**config.mk**
```make
export PLATFORM = sky130hd
export DESIGN_NAME = cls_cell
export DESIGN_NICKNAME = d
export VERILOG_FILES = /design/src/rtl/cls_pkg.sv /design/src/rtl/cls_cell.sv
export SDC_FILE = /design/constraint.sdc
export NUM_CORES = 1
export LEC_CHECK = 0
export ABC_AREA = 1
export BUFFER_PORTS_ARGS = -buffer_cell sky130_fd_sc_hd__buf_2
export CORE_ASPECT_RATIO = 1.4
export CORE_MARGIN = 2
export CORE_UTILIZATION = 35
export CTS_CLUSTER_SIZE = 25
export DETAILED_ROUTE_END_ITERATION = 8
export PLACE_DENSITY_LB_ADDON = 0.12
export RECOVER_POWER = 25
export SLEW_MARGIN = 25
export SYNTH_ARGS = -nofsm -noshare
export SYNTH_HDL_FRONTEND = slang
export SYNTH_SLANG_ARGS = --single-unit
```
**constraint.sdc**
```tcl
create_clock -name clk -period 9.8 [get_ports clk]
set_clock_uncertainty 0.1 [all_clocks]
set_input_delay 1.96 -clock clk [delete_from_list [all_inputs] [get_ports clk]]
set_output_delay 1.96 -clock clk [all_outputs]
set_load 0.02 [all_outputs]
```
**src/rtl/cls_pkg.sv**
```systemverilog
// ----------------------------------------------------------------------------
// cls_pkg
// Shared types and constants for the cursor list store: command codes, cell
// operation codes and default sizes.
// ----------------------------------------------------------------------------
package cls_pkg;

  // Default sizes of the store
  localparam int DEF_CAPACITY     = 64;
  localparam int DEF_ELEMENT_BITS = 32;

  // Fixed widths of the reported fields
  localparam int CMD_W   = 4;
  localparam int COUNT_W = 7;
  localparam int WORD_W  = 32;

  // Cells gathered per first-level group when reading back and cursor values
  localparam int GRP_SIZE = 8;

  // Command codes carried by an input beat
  typedef enum logic [CMD_W-1:0] {
    CMD_CLEAR      = 4'd0,
    CMD_PREPEND    = 4'd1,
    CMD_APPEND     = 4'd2,
    CMD_INS_BEFORE = 4'd3,
    CMD_INS_AFTER  = 4'd4,
    CMD_DEL_FRONT  = 4'd5,
    CMD_DEL_BACK   = 4'd6,
    CMD_DEL_CURSOR = 4'd7,
    CMD_MV_FRONT   = 4'd8,
    CMD_MV_BACK    = 4'd9,
    CMD_MV_PREV    = 4'd10,
    CMD_MV_NEXT    = 4'd11,
    CMD_SET        = 4'd12,
    CMD_READ       = 4'd13
  } cls_cmd_t;

  // Operation broadcast along the row of cells
  typedef enum logic [1:0] {
    OP_HOLD   = 2'd0,
    OP_INSERT = 2'd1,
    OP_REMOVE = 2'd2,
    OP_WRITE  = 2'd3
  } cls_op_t;

endpackage

```
**src/rtl/cls_cell.sv**
```systemverilog
// ----------------------------------------------------------------------------
// cls_cell
// One storage cell of the list row. It holds one element and, on each
// broadcast operation, keeps its word, loads the new element or takes the
// word of its left or right neighbour.
// ----------------------------------------------------------------------------
module cls_cell #(
  parameter int INDEX        = 0,
  parameter int IDX_W        = 6,
  parameter int ELEMENT_BITS = cls_pkg::DEF_ELEMENT_BITS
) (
  input  logic                    clk,
  input  cls_pkg::cls_op_t        op,
  input  logic [IDX_W-1:0]        pos,
  input  logic [ELEMENT_BITS-1:0] elem,
  input  logic [ELEMENT_BITS-1:0] left,
  input  logic [ELEMENT_BITS-1:0] right,
  output logic [ELEMENT_BITS-1:0] q
);

  localparam logic [IDX_W-1:0] MY_IDX = IDX_W'(INDEX);

  // Shift, load or hold according to where this cell sits relative to pos
  always_ff @(posedge clk) begin
    case (op)
      cls_pkg::OP_INSERT: begin
        if (MY_IDX == pos) begin
          q <= elem;
        end else if (MY_IDX > pos) begin
          q <= left;
        end
      end
      cls_pkg::OP_REMOVE: begin
        if (MY_IDX >= pos) begin
          q <= right;
        end
      end
      cls_pkg::OP_WRITE: begin
        if (MY_IDX == pos) begin
          q <= elem;
        end
      end
      default: begin
        q <= q;
      end
    endcase
  end

endmodule

```
-- After elaboration in Yosys (flattened, before gate mapping)
Index checks and enable logic that the tools add are counted.
- bits in latches: 0
- logic and storage cells: 17
- memories: 0
- flip-flop bits (word level): 32
- RAM bits: 0
- input bits: 105
- output and inout port bits: 32
- ROM bits: 0
- multipliers: 0
- add/subtract/negate cells: 0
- shift operators: 0
- order comparisons: 2
- reduce and logical (&&, ||, !) cells: 3
- equal/unequal tests: 6
- div/mod/pow operators: 0
- bitwise logic cells: 0
- mux-type cells: 5
- operators by type and width (operator ; count):
    32-bit 2-to-1 mux ; 4
    32-bit one-hot mux with 3 select lines ; 1
    1-bit by 6-bit >= comparator with 1-bit output (first input constant) ; 1
    1-bit by 6-bit > comparator with 1-bit output (first input constant) ; 1
    6-bit logical NOT ; 1
    2-bit equality test (second input constant) ; 2
    2-bit inequality test (second input constant) ; 2
    4-bit AND reduction ; 1
    3-bit inequality test (second input constant) ; 1
    3-bit nonzero test ; 1
    2-bit by 1-bit equality test with 1-bit output (second input constant) ; 1

-- Logic depth before layout (Yosys ltp)
Gate-level depths: netlist of the first run.
- depth in word-level cells: 4
- mapped depth: 6
- gate-level depth less buffers: 5

-- Worst setup path before layout of the first run
Ideal clock, no wire load.
- path kind: input-to-reg
- start point: input port pos[0]
- end point: register q[0], enable pin
- slack: 5273 ps
- required time: 9268 ps
- arrival: 3995 ps
- stages on the path: 4
- path buffers: 1
- setup time: 432 ps
- cell sequence: nor2_4 nand3_2 buf_2 a21oi_1
- cells in the longest elaborated chain, start to end: 3
- elaborated cells on any way between the ends: 7
- classes of those cells: 2 x order compare; 3 x eq/ne; 2 x reduce/logical
- RTL lines (what ; RTL line ; text):
    start: declaration ; cls_cell.sv:14 ; input logic [IDX_W-1:0] pos,
    1-bit by 6-bit > comparator with 1-bit output (tied with other cells) ; cls_cell.sv:29 ; end else if (MY_IDX > pos) begin
    3-bit inequality test (no line) or 2-bit inequality test (tied branches) ; - ;
    4-bit AND reduction (no line) (*) ; - ;
    end signal: assignment ; cls_cell.sv:28 ; q <= elem;
    end signal: assignment ; cls_cell.sv:30 ; q <= left;
    end signal: assignment ; cls_cell.sv:35 ; q <= right;
    end: declaration ; cls_cell.sv:18 ; output logic [ELEMENT_BITS-1:0] q
Mark *: on every way between the ends. The rest lies on a longest branch, timed or not.
A chain may end at the register's enable or synchronous reset.

-- Final worst setup path of the first run
- start point: input port pos[0]
- end point: register q[18], enable pin
Same word-level chain as after synthesis.

==> impl_metrics.py, run 1 <==
metrics = {
    "synthesis": {
        "synthCells": 353,
        "avgSynthCellArea_sq_um": 6.86,
        "yosysTopAreaCell": "edfxtp_1",
        "synth_cell_types": 13,
        "synth_seq_cells": 32,
        "netlist_area_sq_um": 2420,
        "synthDominantCellAreaShare_pct": 39.7,
        "syn_nets": 458,
        "synth_seq_area_share_pct": 39.7,
        "synth_area_leaders": "edfxtp_1 (40%), inv_1 (15%), nand3_1 (13%), nand2_1 (10%), nand4_1 (8.3%)",
        "yosys_warnings": 0,
    },
    "cells_and_area": {
        "drive_gt1_share_pct": 26.4,
        "utilization_pct": 47.9,
        "regArea_sq_um": 961,
        "largest_reg_flops": 32,
        "multi_input_area_sq_um": 985,
        "top_regs": "q (32)",
        "top_register": "q",
        "final_common_cell": "buf_2",
        "mostFrequentLayoutCells": "buf_2 (112), inv_1 (96), nand2_1 (65), nand3_1 (64)",
        "fill_cells": 739,
        "syn_to_final_growth_pct": 31.6,
        "n_antenna_cell": 0,
        "nets": 577,
    },
    "timing": {
        "hold_viol_final": 0,
        "max_slew_margin_pct": 36.7,
        "finalSetupViolations": 0,
        "max_freq_mhz": 220,
        "period_share_pct": 46.3,
        "period_minus_slack_ps": 4540,
        "holdWs_ps": 1950,
        "rsz0062_at_grt": "false",
        "worst_pin_slew_ps": 947,
        "tns_ps": 0,
        "slew_violations": 0,
    },
    "clocking": {
        "cts_hold_buf": 0,
        "root_buffer": "clkbuf_8",
        "cts_tree": "built",
        "htree_levels": 2,
        "clock_path_buffers": 2,
        "clock_sinks": 32,
        "postCtsSetupBuffers": 0,
        "clk_pin_slew_worst_paths_ps": 70,
        "cts_resized": 0,
        "cts_made_buffers": 5,
    },
    "hold_path": {
        "hold_path_class": "in -> reg",
        "holdCritStartpoint": "left[31]",
        "holdPathEnd": "q[31]",
        "hold_depth": 5,
    },
    "global_route": {
        "grt_pass1_vias": 2520,
        "globalRoute.totalOverflow": 0,
        "antenna_found_initial": 0,
        "grt_pass1_wl_microns": 11200,
        "grt_max_degree": 35,
        "grt_use_total_pct": 19.1,
    },
    "run": {
        "drv_cap": 0,
    },
    "power_and_ir_drop": {
        "pwr-share-clk_pct": 30.0,
        "leakagePower_nw": 1.67,
        "p_seq_share_pct": 47.8,
        "combPwrFrac_pct": 22.2,
        "peakVddDrop_mv": 0.0455,
        "p_switching_mw": 0.0901,
        "power.internal_mw": 0.232,
        "switching_share_pct": 28.0,
        "p_per_area_nw_per_um2": 101,
    },
    "detailed_routing": {
        "vias": 2676,
        "drtIter0Drc": 154,
        "wire_per_inst_microns": 13.2,
        "ant_nets": 0,
        "drc_errors": 0,
        "routed_wl_microns": 7440,
        "viasPerCell": 4.74,
        "drt_pre_antenna_iters": 5,
    },
    "floorplan": {
        "die_width_microns": 74.3,
        "fp-row-count": 35,
        "ios": 137,
        "start_util_pct": 36.4,
        "design.die.area_sq_um": 7610,
        "core_sq_um": 6660,
        "die_h_microns": 102,
    },
    "setup_path": {
        "crit_path_start_kind": "input pin",
        "path_cells": "buf_2, nor2_4, nand3_2, a21oi_4, buf_16",
        "crit_slowest_cell": "a21oi_4",
        "end_kind": "flip-flop",
        "critical_path_buf_inv_count": 2,
        "cp_data_required_time_ps": 9690,
        "worstPathMaxFanout": 33,
        "critPathTopFamily": "simple AND/OR/NAND/NOR gates",
        "critPathKind": "in -> reg",
        "critPathArrivalTime_ps": 4430,
        "cpPeakStageDelay_ps": 760,
    },
    "placed_design": {
        "dp_hpwl_microns": 5260,
        "place_congestion": 0.831,
        "io_buffer_count": 136,
    },
    "outcome": {
        "status": "completed",
    },
}
==> synth_stat cells <==
| library cell | instances |
|---|---|
| buf_2 | 20 |
| inv_2 | 2 |
| o21ai_0 | 31 |
| nand3_2 | 1 |
| nand3_1 | 64 |
| o21ai_1 | 1 |
| nor2_4 | 3 |
| a21oi_1 | 1 |
| nand4_1 | 32 |
| edfxtp_1 | 32 |
| clkbuf_1 | 5 |
| nand2_1 | 65 |
| inv_1 | 96 |
==> worst max-delay path by stage <==
stage                     slack (ps)    from  cells after the start  endpoint
final                           5260  pos[0]                      5     q[18]
after global routing            5110  pos[0]                      5      q[0]
after CTS                       5110  pos[0]                      4     q[28]
after detailed placement        4830  pos[0]                      4     q[23]
after global placement          4870  pos[0]                      4     q[12]
after floorplan                 5270  pos[0]                      4      q[0]
==> area by class of cell <==
cell class / count / share of cell area, %
well taps: 92 / 3.61
clock buffers: 7 / 2.39
repair buffers: 137 / 21.3
clock inverters: 1 / 0.118
inverters: 98 / 11.5
flip-flops and latches: 32 / 30.2
multi-input cells: 198 / 30.9
==> power by group through the flow <==
| stage | logic (mW) | registers [mW] | clock network (mW) |
|---|---|---|---|
| 2_1_floorplan | 0.0396 | 0.159 | 0 |
| 6_report | 0.0715 | 0.154 | 0.0965 |
| 4_1_cts | 0.0714 | 0.154 | 0.0990 |
| 3_5_place_dp | 0.0712 | 0.157 | 0 |
| 5_1_grt | 0.0813 | 0.154 | 0.106 |
| 3_3_place_gp | 0.0709 | 0.157 | 0 |
==> tightest hold or removal path: cells and delay by family <==
family / cells / cell delay (ps)
buffers and inverters: 2 / 110
and+or+nand+nor: 3 / 170
==> through the flow <==
stage	total power, mW	instances	area (sq um)	setup slack (ps)
floorplan	0.198	353	2420	5270
global placement	0.228	556	3110	4870
detailed placement	0.228	556	3110	4830
CTS	0.325	564	3190	5110
global route	0.342	565	3190	5110
finish	0.322	565	3190	5260
==> routing by layer <==
metal / vias up / wire length [microns] / GRT usage (%) / part of all wire [%]
met1: 1180 / 2910 / 21.8 / 39
met4: 0 / 89 / 6.04 / 1.2
met3: 9 / 541 / 3.85 / 7.3
met2: 118 / 3900 / 35.3 / 52
li1: 1369 / - / - / -
met5: - / 0 / 0 / 0
==> cells by family after synthesis <==
group           after synthesis  share of synthesized area (%)
compound gates               33                           6.82
buf+inv                     123                           20.1
flops                        32                           39.7
simple gates                165                           33.4
(Power assumes the default switching activity.)
==> run 2, diff against run 1 <==
ABC_AREA = 0   (was 1)
clock period = 4.4 ns   (was 9.8 ns; I/O delays follow)
==> impl_metrics.py, run 2 <==
metrics = {
    "outcome": {
        "status": "completed",
    },
    "global_route": {
        "grt_max_degree": 69,
        "grt_pass1_vias": 2061,
        "grt_pass1_wl_microns": 9490,
        "antenna_found_initial": 0,
        "globalRoute.totalOverflow": 0,
        "grt_use_total_pct": 19.4,
    },
    "synthesis": {
        "synth.most_common_cell": "edfxtp_1",
        "synthDominantCellAreaShare_pct": 46.7,
        "yosys_warnings": 0,
        "synthCells": 192,
        "netlist_area_sq_um": 2060,
        "synth_ff_type": "edfxtp_1",
        "synth_cell_types": 19,
        "syn_nets": 297,
        "yosysTopAreaCell": "edfxtp_1",
        "synth_seq_area_share_pct": 46.7,
        "synth_seq_cells": 32,
        "synthTopCellsByCount": "edfxtp_1 (32), a22oi_1 (31), a31oi_1 (31), mux2i_1 (31), o21ai_1 (31)",
        "synth_edf_count": 32,
        "synth_area_leaders": "edfxtp_1 (47%), mux2i_1 (15%), a22oi_1 (11%), a31oi_1 (9.4%), o21ai_1 (7.5%)",
        "avgSynthCellArea_sq_um": 10.7,
        "async_reset_ff_share_pct": 0,
    },
    "power_and_ir_drop": {
        "switching_share_pct": 25.1,
        "p_per_area_nw_per_um2": 249,
        "combPwrFrac_pct": 21.3,
        "peakVddDrop_mv": 0.121,
        "p_switching_mw": 0.176,
        "pwr-share-clk_pct": 29.7,
        "p_seq_share_pct": 49.0,
        "power.internal_mw": 0.524,
        "leakagePower_nw": 1.19,
    },
    "timing": {
        "period_share_pct": 62.2,
        "max_freq_mhz": 365,
        "finalSetupViolations": 0,
        "period_minus_slack_ps": 2740,
        "rsz0062_at_grt": "false",
        "max_slew_margin_pct": 54.3,
        "slew_violations": 0,
        "holdWs_ps": 885,
        "hold_viol_final": 0,
        "worst_pin_slew_ps": 686,
        "tns_ps": 0,
    },
    "cells_and_area": {
        "n_antenna_cell": 0,
        "fill_cells": 617,
        "largest_reg_flops": 32,
        "mostFrequentLayoutCells": "buf_2 (111), edfxtp_1 (32)",
        "nets": 421,
        "top_regs": "q (32)",
        "final_common_cell": "buf_2",
        "top_register": "q",
        "final_area_sq_um": 2810,
        "drive_gt1_share_pct": 40.1,
        "syn_to_final_growth_pct": 36.7,
    },
    "detailed_routing": {
        "wire_per_inst_microns": 15.8,
        "routed_wl_microns": 6100,
        "ant_nets": 0,
        "drtIter0Drc": 201,
        "viasPerCell": 5.41,
        "drc_errors": 0,
        "drt_pre_antenna_iters": 4,
        "vias": 2094,
    },
    "setup_path": {
        "critical_path_buf_inv_count": 2,
        "end_kind": "flip-flop",
        "crit_slowest_cell": "or4_2",
        "worstPathMaxFanout": 33,
        "critPathArrivalTime_ps": 2610,
        "critPathTopFamily": "simple AND/OR/NAND/NOR gates",
        "crit_path_start_kind": "input pin",
        "path_cells": "buf_2, or4_2, nor3_4, buf_4",
        "critPathKind": "in -> reg",
        "cpPeakStageDelay_ps": 1030,
        "cp_data_required_time_ps": 4270,
    },
    "placed_design": {
        "placed_area_sq_um": 2760,
        "dp_hpwl_microns": 4330,
        "place_congestion": 0.731,
        "io_buffer_count": 136,
    },
    "run": {
        "drv_cap": 0,
    },
    "floorplan": {
        "ios": 137,
        "start_util_pct": 35.6,
        "die_width_microns": 68.8,
        "core_sq_um": 5780,
        "design.die.area_sq_um": 6510,
        "fp-row-count": 33,
        "die_h_microns": 94.7,
    },
    "clocking": {
        "root_buffer": "clkbuf_8",
        "postCtsSetupBuffers": 0,
        "cts_hold_buf": 0,
        "clock_sinks": 32,
        "cts_tree": "built",
        "cts_made_buffers": 5,
        "htree_levels": 2,
        "cts_resized": 0,
        "clock_path_buffers": 2,
        "clk_pin_slew_worst_paths_ps": 60,
    },
    "hold_path": {
        "holdCritStartpoint": "left[3]",
        "holdPathEnd": "q[3]",
        "hold_path_class": "in -> reg",
        "hold_depth": 3,
    },
}
[run 2: worst max-delay path by stage]
| stage | startpoint | end | slack, ps | depth (start not counted) |
|---|---|---|---|---|
| after floorplan | pos[5] | q[0] | 880 | 4 |
| after global placement | pos[5] | q[17] | 1290 | 4 |
| after detailed placement | pos[5] | q[28] | 1350 | 4 |
| after CTS | pos[5] | q[14] | 1650 | 4 |
| after global routing | pos[5] | q[20] | 1570 | 4 |
| final | pos[5] | q[10] | 1660 | 4 |
[run 2: kinds of logic after synthesis]
logic type	count (synthesis)	synth area share (%)
buf+inv	24	5.96
simple gates	11	3.53
mux	31	15.1
compound gates	94	28.7
flops	32	46.7
[run 2: final cells by class]
cell class	count	area (sq um)	area share, %
timing repair buffer	141	691	24.6
multi-input combinational	136	992	35.3
sequential	32	961	34.2
clock inverter	1	3.75	0.134
clock buffer	7	76.3	2.71
tap	70	87.6	3.12
[run 2: through the flow]
stage                     worst slack, ps  cells  util (%)  total power [mW]
final                                1660    387      48.6             0.700
after global routing                 1570    387      48.6             0.737
after CTS                            1650    387      49.1             0.712
after detailed placement             1350    379      47.7             0.500
after global placement               1290    379      47.7             0.498
after floorplan                       881    192         -             0.433
[run 2: power by group through the flow]
stage                     registers, mW  logic (mW)  clock network [mW]
after detailed placement          0.350       0.151                   0
after floorplan                   0.353      0.0801                   0
after global placement            0.350       0.149                   0
after global routing              0.343       0.166               0.229
after CTS                         0.343       0.151               0.218
final                             0.343       0.149               0.208
[run 2: per-layer routing]
layer  track usage [%]  up-vias  share of wire [%]
li1                  -     1035                  -
met1              22.9      953                 39
met2              33.7       99                 51
met3              4.89        7                8.4
met4              6.05        0                1.5
met5                 0        -                  0
